File: config.mk
export PLATFORM = sky130hd
export DESIGN_NAME = dark_and_black_bounding_box_ratio_core
export DESIGN_NICKNAME = d
export VERILOG_FILES = /design/src/rtl/core/dbbr_pkg.sv /design/src/rtl/core/dbbr_div.sv /design/src/rtl/core/dark_and_black_bounding_box_ratio_core.sv
export VERILOG_INCLUDE_DIRS = /design/src /design/src/rtl/core
export SDC_FILE = /design/constraint.sdc
export NUM_CORES = 1
export LEC_CHECK = 0
export BUFFER_PORTS_ARGS = -buffer_cell sky130_fd_sc_hd__buf_4
export CORE_ASPECT_RATIO = 0.75
export CORE_UTILIZATION = 65
export CTS_BUF_LIST = sky130_fd_sc_hd__clkbuf_8
export CTS_CLUSTER_SIZE = 24
export DETAILED_ROUTE_END_ITERATION = 10
export MAX_ROUTING_LAYER = met4
export PLACE_DENSITY = 0.85
export SYNTH_ARGS = -nofsm -noshare
export SYNTH_HDL_FRONTEND = slang
export SYNTH_HIERARCHICAL = 1
export SYNTH_SLANG_ARGS = --single-unit
File: constraint.sdc
create_clock -name clock -period 7.5 [get_ports clock]
set_input_delay 1.5 -clock clock [delete_from_list [all_inputs] [get_ports clock]]
set_output_delay 1.5 -clock clock [all_outputs]
set_load 0.02 [all_outputs]
File: src/rtl/core/dark_and_black_bounding_box_ratio_core_assert.svh
// ----------------------------------------------------------------------------
// Assertion macros for the bounding box ratio core
// Clocked concurrent checks with a synchronous reset guard.
// ----------------------------------------------------------------------------
`ifndef DARK_AND_BLACK_BOUNDING_BOX_RATIO_CORE_ASSERT_SVH
`define DARK_AND_BLACK_BOUNDING_BOX_RATIO_CORE_ASSERT_SVH

// condition holds at every edge out of reset
`define DBBR_ASSERT_ALWAYS(label, clk, rst, cond, msg) \
   label: assert property (@(posedge clk) disable iff (rst) (cond)) else $error(msg);

// consequent holds in the same cycle as the antecedent
`define DBBR_ASSERT_IMPLY(label, clk, rst, ante, cons, msg) \
   label: assert property (@(posedge clk) disable iff (rst) (ante) |-> (cons)) else $error(msg);

// consequent holds in the cycle after the antecedent
`define DBBR_ASSERT_NEXT(label, clk, rst, ante, cons, msg) \
   label: assert property (@(posedge clk) disable iff (rst) (ante) |=> (cons)) else $error(msg);

`endif

File: src/rtl/core/dbbr_pkg.sv
// ----------------------------------------------------------------------------
// dbbr_pkg
// Shared types and constants of the bounding box ratio core.
// ----------------------------------------------------------------------------
package dbbr_pkg;

   localparam int REG_W      = 13;
   localparam int CFG_DATA_W = 32;
   localparam int CFG_ADDR_W = 3;

   localparam logic [REG_W-1:0] WIDTH_RESET  = 13'd640;
   localparam logic [REG_W-1:0] HEIGHT_RESET = 13'd480;

   localparam logic [7:0] LEVEL_WHITE = 8'd255;
   localparam logic [7:0] LEVEL_BLACK = 8'd0;

   typedef enum logic {
      CSR_IMAGE_WIDTH  = 1'b0,
      CSR_IMAGE_HEIGHT = 1'b1
   } csr_index_type;

   typedef enum logic [1:0] {
      E_LEFT   = 2'd0,
      E_TOP    = 2'd1,
      E_RIGHT  = 2'd2,
      E_BOTTOM = 2'd3
   } edge_sel_type;

   typedef struct packed {
      logic busy;
      logic done;
   } div_stat_type;

endpackage

File: src/rtl/core/dbbr_div.sv
// ----------------------------------------------------------------------------
// dbbr_div
// Restoring fraction divider: quotient = floor((numer << (Q_W-1)) / denom)
// for numer <= denom, one quotient bit per cycle.
// ----------------------------------------------------------------------------
module dbbr_div #(
   parameter int NUM_W = 13,
   parameter int Q_W   = 17
) (
   input  logic                    clock,
   input  logic                    reset,
   input  logic                    start,
   input  logic [NUM_W-1:0]        numer,
   input  logic [NUM_W-1:0]        denom,
   output dbbr_pkg::div_stat_type  stat,
   output logic [Q_W-1:0]          quotient
);

   localparam int CNT_W = $clog2(Q_W + 1);

   logic [NUM_W:0]   rem_ff, rem_in;
   logic [NUM_W-1:0] den_ff, den_in;
   logic [Q_W-1:0]   q_ff, q_in;
   logic [CNT_W-1:0] count_ff, count_in;
   logic             busy_ff, busy_in;
   logic             done_ff, done_in;

   logic             ge;
   logic [NUM_W:0]   diff;

   always_comb begin
      ge   = rem_ff >= {1'b0, den_ff};
      diff = ge ? (rem_ff - {1'b0, den_ff}) : rem_ff;

      rem_in   = rem_ff;
      den_in   = den_ff;
      q_in     = q_ff;
      count_in = count_ff;
      busy_in  = busy_ff;
      done_in  = 1'b0;

      if (start) begin
         rem_in   = {1'b0, numer};
         den_in   = denom;
         q_in     = '0;
         count_in = CNT_W'(Q_W);
         busy_in  = 1'b1;
      end else if (busy_ff) begin
         // remainder stays below the divisor, so the shifted value fits
         rem_in   = {diff[NUM_W-1:0], 1'b0};
         q_in     = {q_ff[Q_W-2:0], ge};
         count_in = count_ff - CNT_W'(1);
         if (count_ff == CNT_W'(1)) begin
            busy_in = 1'b0;
            done_in = 1'b1;
         end
      end
   end

   always_ff @(posedge clock) begin
      if (reset) begin
         busy_ff  <= 1'b0;
         done_ff  <= 1'b0;
         count_ff <= '0;
      end else begin
         busy_ff  <= busy_in;
         done_ff  <= done_in;
         count_ff <= count_in;
      end
      rem_ff <= rem_in;
      den_ff <= den_in;
      q_ff   <= q_in;
   end

   assign stat.busy = busy_ff;
   assign stat.done = done_ff;
   assign quotient  = q_ff;

endmodule

File: src/rtl/core/dark_and_black_bounding_box_ratio_core.sv
// Non-final pixel: accepted in ST_IDLE; req_ready stays high for the next one.
// Final pixel: the four ratios share one bit-per-cycle divider, each edge in turn
// going through ST_START and ST_WAIT; ST_STORE then loads the result register.
// A frame with no black pixel goes from ST_IDLE straight to ST_STORE. req_ready is low
// meanwhile, and longer while an earlier result still waits on rsp_ready.
// Synchronous active-high reset clears counters, boxes, handshake state and
// sets image_width to 640 and image_height to 480.
// ----------------------------------------------------------------------------
// dark_and_black_bounding_box_ratio_core
// Tracks the dark and black pixel bounding boxes of a frame and reports the
// black box edges as Q1.FRAC_BITS fractions of the dark box.
// ----------------------------------------------------------------------------
`include "dark_and_black_bounding_box_ratio_core_assert.svh"

module dark_and_black_bounding_box_ratio_core #(
   parameter int MAX_DIM   = 4096,
   parameter int FRAC_BITS = 16
) (
   input  logic                                 clock,
   input  logic                                 reset,
   // pixel channel
   input  logic                                 req_valid,
   output logic                                 req_ready,
   input  logic [7:0]                           req_pixel_level,
   input  logic                                 req_frame_end,
   // result channel
   output logic                                 rsp_valid,
   input  logic                                 rsp_ready,
   output logic                                 rsp_no_black,
   output logic [FRAC_BITS:0]                   rsp_left_ratio,
   output logic [FRAC_BITS:0]                   rsp_top_ratio,
   output logic [FRAC_BITS:0]                   rsp_right_ratio,
   output logic [FRAC_BITS:0]                   rsp_bottom_ratio,
   // register port
   input  logic                                 csr_psel,
   input  logic                                 csr_penable,
   input  logic                                 csr_pwrite,
   input  logic [dbbr_pkg::CFG_ADDR_W-1:0]      csr_paddr,
   input  logic [dbbr_pkg::CFG_DATA_W-1:0]      csr_pwdata,
   output logic [dbbr_pkg::CFG_DATA_W-1:0]      csr_prdata,
   output logic                                 csr_pready
);

   localparam int CW     = $clog2(MAX_DIM);
   localparam int NW     = CW + 1;
   localparam int QW     = FRAC_BITS + 1;
   localparam int REG_W  = dbbr_pkg::REG_W;
   localparam int DATA_W = dbbr_pkg::CFG_DATA_W;
   localparam int XW     = (REG_W > CW + 1) ? REG_W : CW + 1;
   localparam logic [CW-1:0] MIN_RESET = CW'(MAX_DIM - 1);
   localparam logic [QW-1:0] ONE_Q     = {1'b1, {FRAC_BITS{1'b0}}};

   typedef enum logic [1:0] {
      ST_IDLE,
      ST_START,
      ST_WAIT,
      ST_STORE
   } state_type;

   state_type              state_ff, state_in;
   dbbr_pkg::edge_sel_type op_ff, op_in;

   logic [REG_W-1:0] width_ff, width_in;
   logic [REG_W-1:0] height_ff, height_in;

   logic [CW-1:0] col_ff, col_in;
   logic [CW-1:0] row_ff, row_in;
   logic [CW-1:0] dark_l_ff, dark_l_in, dark_t_ff, dark_t_in;
   logic [CW-1:0] dark_r_ff, dark_r_in, dark_b_ff, dark_b_in;
   logic [CW-1:0] black_l_ff, black_l_in, black_t_ff, black_t_in;
   logic [CW-1:0] black_r_ff, black_r_in, black_b_ff, black_b_in;
   logic          black_seen_ff, black_seen_in;

   logic [QW-1:0] work_ff [4];
   logic [QW-1:0] work_in [4];

   logic          rsp_valid_ff, rsp_valid_in;
   logic          rsp_no_black_ff, rsp_no_black_in;
   logic [QW-1:0] rsp_left_ff, rsp_left_in, rsp_top_ff, rsp_top_in;
   logic [QW-1:0] rsp_right_ff, rsp_right_in, rsp_bottom_ff, rsp_bottom_in;

   logic          csr_write;
   logic [XW-1:0] w_raw, h_raw, eff_w, eff_h, col_next, row_next;
   logic          accept, is_dark, is_black;

   logic [CW-1:0] edge_sel, start_sel, stop_sel;
   logic          guard;
   logic [NW-1:0] div_numer, div_denom;
   logic          div_start;
   logic [QW-1:0] div_quot;
   dbbr_pkg::div_stat_type div_stat;

   logic          rsp_zero, rsp_ordered, black_inside, frame_done;

   // ---------------------------------------------------------------- divider
   dbbr_div #(
      .NUM_W (NW),
      .Q_W   (QW)
   ) u_div (
      .clock    (clock),
      .reset    (reset),
      .start    (div_start),
      .numer    (div_numer),
      .denom    (div_denom),
      .stat     (div_stat),
      .quotient (div_quot)
   );

   // operand select for the current edge
   always_comb begin
      case (op_ff)
         dbbr_pkg::E_LEFT: begin
            edge_sel = black_l_ff; start_sel = dark_l_ff; stop_sel = dark_r_ff;
         end
         dbbr_pkg::E_TOP: begin
            edge_sel = black_t_ff; start_sel = dark_t_ff; stop_sel = dark_b_ff;
         end
         dbbr_pkg::E_RIGHT: begin
            edge_sel = black_r_ff; start_sel = dark_l_ff; stop_sel = dark_r_ff;
         end
         dbbr_pkg::E_BOTTOM: begin
            edge_sel = black_b_ff; start_sel = dark_t_ff; stop_sel = dark_b_ff;
         end
         default: begin
            edge_sel = black_l_ff; start_sel = dark_l_ff; stop_sel = dark_r_ff;
         end
      endcase
      guard     = (edge_sel < start_sel) || (stop_sel < start_sel);
      div_numer = NW'(edge_sel) - NW'(start_sel) + NW'(1);
      div_denom = NW'(stop_sel) - NW'(start_sel) + NW'(1);
   end

   assign div_start = (state_ff == ST_START);

   // ---------------------------------------------------------------- next state
   always_comb begin
      csr_write = csr_psel && csr_penable && csr_pwrite;
      accept    = req_valid && req_ready;
      is_dark   = req_pixel_level != dbbr_pkg::LEVEL_WHITE;
      is_black  = req_pixel_level == dbbr_pkg::LEVEL_BLACK;

      w_raw = XW'(width_ff);
      h_raw = XW'(height_ff);
      eff_w = (w_raw == '0) ? XW'(1) : ((w_raw > XW'(MAX_DIM)) ? XW'(MAX_DIM) : w_raw);
      eff_h = (h_raw == '0) ? XW'(1) : ((h_raw > XW'(MAX_DIM)) ? XW'(MAX_DIM) : h_raw);
      col_next = XW'(col_ff) + XW'(1);
      row_next = XW'(row_ff) + XW'(1);

      width_in  = width_ff;
      height_in = height_ff;
      if (csr_write) begin
         case (dbbr_pkg::csr_index_type'(csr_paddr[2]))
            dbbr_pkg::CSR_IMAGE_WIDTH:  width_in  = csr_pwdata[REG_W-1:0];
            dbbr_pkg::CSR_IMAGE_HEIGHT: height_in = csr_pwdata[REG_W-1:0];
            default: ;
         endcase
      end

      state_in      = state_ff;
      op_in         = op_ff;
      col_in        = col_ff;
      row_in        = row_ff;
      dark_l_in     = dark_l_ff;
      dark_t_in     = dark_t_ff;
      dark_r_in     = dark_r_ff;
      dark_b_in     = dark_b_ff;
      black_l_in    = black_l_ff;
      black_t_in    = black_t_ff;
      black_r_in    = black_r_ff;
      black_b_in    = black_b_ff;
      black_seen_in = black_seen_ff;
      work_in       = work_ff;

      rsp_valid_in    = rsp_valid_ff && !rsp_ready;
      rsp_no_black_in = rsp_no_black_ff;
      rsp_left_in     = rsp_left_ff;
      rsp_top_in      = rsp_top_ff;
      rsp_right_in    = rsp_right_ff;
      rsp_bottom_in   = rsp_bottom_ff;

      case (state_ff)
         ST_IDLE: begin
            if (accept) begin
               if (is_dark) begin
                  if (col_ff < dark_l_ff) dark_l_in = col_ff;
                  if (row_ff < dark_t_ff) dark_t_in = row_ff;
                  if (col_ff > dark_r_ff) dark_r_in = col_ff;
                  if (row_ff > dark_b_ff) dark_b_in = row_ff;
               end
               if (is_black) begin
                  if (col_ff < black_l_ff) black_l_in = col_ff;
                  if (row_ff < black_t_ff) black_t_in = row_ff;
                  if (col_ff > black_r_ff) black_r_in = col_ff;
                  if (row_ff > black_b_ff) black_b_in = row_ff;
                  black_seen_in = 1'b1;
               end
               if (req_frame_end) begin
                  col_in   = '0;
                  row_in   = '0;
                  op_in    = dbbr_pkg::E_LEFT;
                  state_in = black_seen_in ? ST_START : ST_STORE;
               end else if (col_next >= eff_w) begin
                  // wrap to the next row; hold on the last row
                  col_in = '0;
                  if (row_next < eff_h) row_in = row_next[CW-1:0];
               end else begin
                  col_in = col_next[CW-1:0];
               end
            end
         end
         ST_START: begin
            state_in = ST_WAIT;
         end
         ST_WAIT: begin
            if (div_stat.done) begin
               work_in[op_ff] = guard ? '0 : div_quot;
               if (op_ff == dbbr_pkg::E_BOTTOM) begin
                  state_in = ST_STORE;
               end else begin
                  op_in    = dbbr_pkg::edge_sel_type'(2'(op_ff + 2'd1));
                  state_in = ST_START;
               end
            end
         end
         ST_STORE: begin
            // load the output register once it is free, then clear the frame
            if (!rsp_valid_ff || rsp_ready) begin
               rsp_valid_in    = 1'b1;
               rsp_no_black_in = !black_seen_ff;
               rsp_left_in     = black_seen_ff ? work_ff[dbbr_pkg::E_LEFT]   : '0;
               rsp_top_in      = black_seen_ff ? work_ff[dbbr_pkg::E_TOP]    : '0;
               rsp_right_in    = black_seen_ff ? work_ff[dbbr_pkg::E_RIGHT]  : '0;
               rsp_bottom_in   = black_seen_ff ? work_ff[dbbr_pkg::E_BOTTOM] : '0;
               dark_l_in       = MIN_RESET;
               dark_t_in       = MIN_RESET;
               dark_r_in       = '0;
               dark_b_in       = '0;
               black_l_in      = MIN_RESET;
               black_t_in      = MIN_RESET;
               black_r_in      = '0;
               black_b_in      = '0;
               black_seen_in   = 1'b0;
               state_in        = ST_IDLE;
            end
         end
         default: begin
            state_in = ST_IDLE;
         end
      endcase
   end

   // ---------------------------------------------------------------- registers
   always_ff @(posedge clock) begin
      if (reset) begin
         state_ff      <= ST_IDLE;
         op_ff         <= dbbr_pkg::E_LEFT;
         width_ff      <= dbbr_pkg::WIDTH_RESET;
         height_ff     <= dbbr_pkg::HEIGHT_RESET;
         col_ff        <= '0;
         row_ff        <= '0;
         dark_l_ff     <= MIN_RESET;
         dark_t_ff     <= MIN_RESET;
         dark_r_ff     <= '0;
         dark_b_ff     <= '0;
         black_l_ff    <= MIN_RESET;
         black_t_ff    <= MIN_RESET;
         black_r_ff    <= '0;
         black_b_ff    <= '0;
         black_seen_ff <= 1'b0;
         rsp_valid_ff  <= 1'b0;
      end else begin
         state_ff      <= state_in;
         op_ff         <= op_in;
         width_ff      <= width_in;
         height_ff     <= height_in;
         col_ff        <= col_in;
         row_ff        <= row_in;
         dark_l_ff     <= dark_l_in;
         dark_t_ff     <= dark_t_in;
         dark_r_ff     <= dark_r_in;
         dark_b_ff     <= dark_b_in;
         black_l_ff    <= black_l_in;
         black_t_ff    <= black_t_in;
         black_r_ff    <= black_r_in;
         black_b_ff    <= black_b_in;
         black_seen_ff <= black_seen_in;
         rsp_valid_ff  <= rsp_valid_in;
      end
      work_ff         <= work_in;
      rsp_no_black_ff <= rsp_no_black_in;
      rsp_left_ff     <= rsp_left_in;
      rsp_top_ff      <= rsp_top_in;
      rsp_right_ff    <= rsp_right_in;
      rsp_bottom_ff   <= rsp_bottom_in;
   end

   // ---------------------------------------------------------------- outputs
   assign req_ready        = (state_ff == ST_IDLE);
   assign rsp_valid        = rsp_valid_ff;
   assign rsp_no_black     = rsp_no_black_ff;
   assign rsp_left_ratio   = rsp_left_ff;
   assign rsp_top_ratio    = rsp_top_ff;
   assign rsp_right_ratio  = rsp_right_ff;
   assign rsp_bottom_ratio = rsp_bottom_ff;
   assign csr_pready       = 1'b1;
   assign csr_prdata       = (dbbr_pkg::csr_index_type'(csr_paddr[2]) ==
                              dbbr_pkg::CSR_IMAGE_HEIGHT) ?
                             DATA_W'(height_ff) : DATA_W'(width_ff);

   // ---------------------------------------------------------------- checks
   assign rsp_zero     = (rsp_left_ff == '0) && (rsp_top_ff == '0) &&
                         (rsp_right_ff == '0) && (rsp_bottom_ff == '0);
   assign rsp_ordered  = (rsp_left_ff <= rsp_right_ff) && (rsp_top_ff <= rsp_bottom_ff) &&
                         (rsp_right_ff <= ONE_Q) && (rsp_bottom_ff <= ONE_Q);
   assign black_inside = (dark_l_ff <= black_l_ff) && (dark_t_ff <= black_t_ff) &&
                         (black_r_ff <= dark_r_ff) && (black_b_ff <= dark_b_ff);
   assign frame_done   = (state_ff == ST_START) || (state_ff == ST_STORE);

   `DBBR_ASSERT_IMPLY(a_busy_blocks_req, clock, reset, div_stat.busy, !req_ready, "busy ready")
   `DBBR_ASSERT_IMPLY(a_no_black_zero, clock, reset, rsp_valid_ff && rsp_no_black_ff, rsp_zero, "ratios")
   `DBBR_ASSERT_IMPLY(a_ratio_order, clock, reset, rsp_valid_ff && !rsp_no_black_ff, rsp_ordered, "order")
   `DBBR_ASSERT_IMPLY(a_black_in_dark, clock, reset, black_seen_ff, black_inside, "black box outside")
   `DBBR_ASSERT_NEXT(a_frame_end_leaves_idle, clock, reset, accept && req_frame_end, frame_done, "report")

endmodule

Yosys cells after proc, flatten, opt, wreduce, memory -nomap -nowiden

Index checks and enable logic that the tools add are counted.

Word-level logic and storage cells: 206
Register bits: 340
Input port bits: 51

Multiplexer cells: 80
Reductions and logical operators: 41
Equality and inequality tests: 23
$add $sub $neg: 9
Bitwise gates (word level): 3
Magnitude comparators: 17

Operator list:

| cell                                                            | count |
|---|---|
| 12-bit 2-to-1 mux                                               | 31 |
| 12-bit one-hot mux with 2 select lines                          | 10 |
| 13-bit 2-to-1 mux                                               | 8 |
| 12-bit < comparator                                             | 6 |
| 68-bit bitwise mux                                              | 1 |
| 12-bit > comparator                                             | 4 |
| 12-bit one-hot mux with 4 select lines                          | 1 |
| 5-bit AND reduction                                             | 9 |
| 17-bit demux with 2-bit select                                  | 1 |
| 17-bit 2-to-1 mux                                               | 2 |
| 12-bit by 1-bit adder with 13-bit output, second input constant | 2 |
| 13-bit by 1-bit adder with 13-bit output, second input constant | 2 |
| 13-bit > comparator, second input constant                      | 2 |
| 13-bit logical NOT                                              | 2 |
| 2-bit by 1-bit != test with 1-bit output, second input constant | 13 |
| 12-bit by 12-bit subtractor with 13-bit output                  | 2 |
| 2-bit 2-to-1 mux                                                | 10 |
| 14-bit by 13-bit >= comparator with 1-bit output                | 1 |
| 13-bit >= comparator                                            | 1 |
| 13-bit < comparator                                             | 1 |
| 13-bit subtractor                                               | 1 |
| 1-bit 2-to-1 mux                                                | 11 |
| 5-bit 2-to-1 mux                                                | 2 |
| 2-bit AND reduction                                             | 5 |
| other kinds (24)                                                | 45 |

Logic depth before layout (Yosys ltp)

Depth after elaboration: 8
Mapped depth: 18
Gate-level depth less buffers: 18

Hierarchy

Netlist, hierarchy kept.

Modules (own cells, without submodules):

| module                                 | area each (µm²) | cells an instance | instances | seq. area each (µm²) |
|---|---|---|---|---|
| dark_and_black_bounding_box_ratio_core | 16275.6         | 1619              | 1         | 7156.9 |
| dbbr_div                               | 2742.6          | 268               | 1         | 1281.2 |

Worst setup path after synthesis

No wires, ideal clock.

Kind: input port to flip-flop
Start point: input rsp_ready
End point: register rsp_bottom_ff[0] (netlist: rsp_bottom_ratio[0]), enable pin
Data required time: 7003 ps
Stages: 2
Path slack: 2557 ps
Data arrival time: 4447 ps
Buffers on the path: 0
Cells stage by stage: nor2b_1 > nor2_1

Longest elaborated chain between the ends: 2

Ends and longest elaborated chain:

| element                              | line                                          | text |
|---|---|---|
| from (decl)                          | dark_and_black_bounding_box_ratio_core.sv:28  | `input logic rsp_ready,` |
| 1-bit logical OR                     | dark_and_black_bounding_box_ratio_core.sv:227 | `if (!rsp_valid_ff \|\| rsp_ready) begin` |
| 2-bit AND reduction (no source line) | -                                             |  |
| to (signal assigned)                 | dark_and_black_bounding_box_ratio_core.sv:294 | `rsp_bottom_ff <= rsp_bottom_in;` |
| to (decl)                            | dark_and_black_bounding_box_ratio_core.sv:80  | `logic [QW-1:0] rsp_right_ff, rsp_right_in, rsp_bottom_ff, rsp_bottom_in;` |

Every way passes these cells.
A chain may end at the register's enable or synchronous reset.

Worst setup path after layout

Start point: register row_ff[1]
End point: register row_ff[11]

Longest elaborated chain between the ends: 4
Elaborated cells on any way between the ends: 7
Those cells by class: add/sub (1); order compare (1); mux (3); reduce/logical (2)

Ends and longest elaborated chain:

| element                                                                          | line                                          | text |
|---|---|---|
| from (decl)                                                                      | dark_and_black_bounding_box_ratio_core.sv:67  | `logic [CW-1:0] row_ff, row_in;` |
| from (signal assigned)                                                           | dark_and_black_bounding_box_ratio_core.sv:277 | `row_ff <= row_in;` |
| 12-bit by 1-bit adder with 13-bit output *                                       | dark_and_black_bounding_box_ratio_core.sv:147 | `row_next = XW'(row_ff) + XW'(1);` |
| 13-bit < comparator / 12-bit 2-to-1 mux (equally long branches)                  | dark_and_black_bounding_box_ratio_core.sv:205 | `if (row_next < eff_h) row_in = row_next[CW-1:0];` |
| 2-bit nonzero test (no source line) / 12-bit 2-to-1 mux (equally long branches)  | -                                             |  |
| 4-bit AND reduction (no source line) / 12-bit 2-to-1 mux (equally long branches) | -                                             |  |

Mark *: on every way between the ends. The rest lies on a longest branch, timed or not. The select of a mux whose other input is x is not followed.

==> run summary <==
status -> finished, violations left
failing checks -> design-rule violations
Die Y -> 150.1 µm
register area -> 8438 µm²
Core ar. -> 28380 µm²
vias per cell -> 6.182
final period utilization -> 61.23%
R2R Path Start -> row_ff[1]
Leak Pwr -> 9.428 nW
fin. max-slew vios -> 0
largest net degree at the start of global routing -> 72
Syn-to-layout area delta -> 11.13%
CTS Hold Bufs -> 0
Max FO, Critical Path -> 12
WL final -> 46250 µm
cell area after synthesis -> 19010 µm²
worst-margin pin slew -> 1032 ps
via count -> 14830
CP Class -> register to register
Post-CTS Resized -> 0
Die Span X -> 199.5 µm
Hold Path Origin -> dark_b_ff[6]
nets -> 2225
row count -> 53
met3 wire len -> 4691 µm
minimum clock period -> 4593 ps
metal2 WL -> 20770 µm
syn_area_per_cell -> 10.08 µm²
endpoints failing setup -> 0
Crit. End Element -> register
most common cell after layout, fill and taps aside -> ha_1
drt pass-1 iters -> 11
yosys synthesis warning count -> 6
Residual DRC -> 2
highest achievable clock rate -> 217.7 MHz
pwr dens -> 227.7 nW/µm²
Clock Latency Late Sink -> 620 ps
total power -> 4.810 mW
# port buffers -> 113
r2r setup slk -> 2910 ps
GRT Total Usage -> 32.15%
critical path's slowest cell -> dfxtp_1
Max stage delay on crit path -> 710 ps
largest buffer count on any clock path -> 3
worst path cell trace -> ha_1 -> nand3_1 -> nor2_1 -> nand2_1 -> nor2_1 -> xnor2_1 -> inv_1 -> ha_1 -> a211oi_1 -> o211ai_1 -> a221oi_2 -> o21ai_1 -> or4_1 -> o32ai_1
Synth Instances -> 1886
initial detailed-routing violation count -> 1548
Final HPWL DP -> 32880 µm
worst endpoint required time -> 8010 ps
Total Die Area -> 29940 µm²
H-tree levels -> 2
Num CTS Buffers -> 51
Post-CTS Setup Repair Bufs -> 0
most frequent cells in the layout -> 189 x ha_1, 177 x dfxtp_1, 174 x inv_1
Worst Reg-to-Reg Cells -> 14
hold path depth -> 1
max-cap violations -> 0
startpoint types -> register
RSZ-0062 raised after global routing -> false
CTS Root Cell -> clkbuf_8
maximum vdd ir drop -> 0.0001593 V
Clock Sinks -> 340
final hold vios -> 0
antenna cells -> 0
fillers -> 1907
Multi-input gate area -> 9504 µm²
Setup TNS Final -> 0 ps
routed metal-1 wirelength -> 19640 µm
worst min path class -> register to register
first-pass GRT wire length -> 72880 µm
number of global-route vias before repair -> 14050
share of cells above drive strength 1 -> 12.12%
# IOs -> 155
Final Skew -> 37.40 ps
Hold EP -> dark_b_ff[6]
critical path arrival -> 5100 ps
clock tree from TritonCTS -> built
initial antenna violation count -> 0
relative slew slack -> 31.18%
Clock transition at path regs -> 70 ps
Crit Reg-Reg Endpoint -> row_ff[11]
RD Place Congestion -> 0.9606
mean routed wirelength per cell -> 19.28 µm
DP Cell Count -> 2304
grt total ovfl -> 0
uppermost routed layer -> met4
Routed Antenna Nets -> 0
Non-Filler Instances -> 2399
initial core utilization -> 66.98%
[power by group]
group	switching [mW]	total, mW	internal (mW)	leakage [nW]
combinational	0.601	1.02	0.414	5.83
clock	0.758	1.67	0.909	0.623
sequential	0.0840	2.13	2.04	2.97
[metal layers]
layer | vias up | global-route usage (%)
met5 | - | -
met4 | 0 | 9.351
met3 | 97 | 6.116
met2 | 681 | 48.55
met1 | 7105 | 44.16
li1 | 6947 | -
[final cells by class]
cell class | instances | share of cell area (%)
clock buffers | 63 | 4.104
well taps | 385 | 2.280
inverters | 166 | 2.949
clock inverters | 32 | 1.261
repair buffers | 126 | 4.477
flip-flops and latches | 340 | 39.94
multi-input cells | 1287 | 44.99
[worst max-delay path: cells and delay by family (launching register included)]
| family | cells | cell delay (ps) |
|---|---|---|
| simple gates | 5 | 1560 |
| buf+inv | 1 | 70 |
| flops | 1 | 710 |
| fa+ha+maj | 2 | 680 |
| compound gates | 5 | 1290 |
| xor+xnor | 1 | 170 |
[worst max path at each step]
stage | startpoint | endpoint | slack (ps) | cells after the start
floorplan | rsp_ready | rsp_bottom_ratio[0] | 2560 | 2
global placement | op_ff[1] | u_div/rem_ff[12] | 3210 | 14
detailed placement | op_ff[1] | u_div/rem_ff[12] | 3090 | 14
CTS | row_ff[1] | row_ff[11] | 3010 | 14
global route | row_ff[1] | row_ff[10] | 2610 | 14
finish | row_ff[1] | row_ff[11] | 2910 | 14
[sequential cells by signal, indices dropped and copies added (netlist names), 5 cells and up]
register          count
rsp_top_ratio        17
u_div/den_ff         13
h_raw                13
black_b_ff           12
black_r_ff           12
row_ff               12
u_div/rem_ff         14
dark_b_ff            12
rsp_bottom_ratio     17
w_raw                13
u_div/quotient       17
black_l_ff           12
rsp_left_ratio       17
u_div/count_ff        5
col_ff               12
work_ff              68
black_t_ff           12
dark_r_ff            12
rsp_right_ratio      17
dark_t_ff            12
dark_l_ff            12
[per-stage QoR]
stage                     hold slack [ps]  cell area, µm²  setup slack (ps)  utilization (%)
after detailed placement            484.5           19990              3091            70.44
after floorplan                     446.2           19080              2557                -
after global placement              461.7           19990              3212            70.44
after global routing                515.2           21130              2610            74.44
final                               498.5           21130              2907            74.44
after CTS                           497.7           21130              3011            74.44
Power figures use the tool's default switching activity.
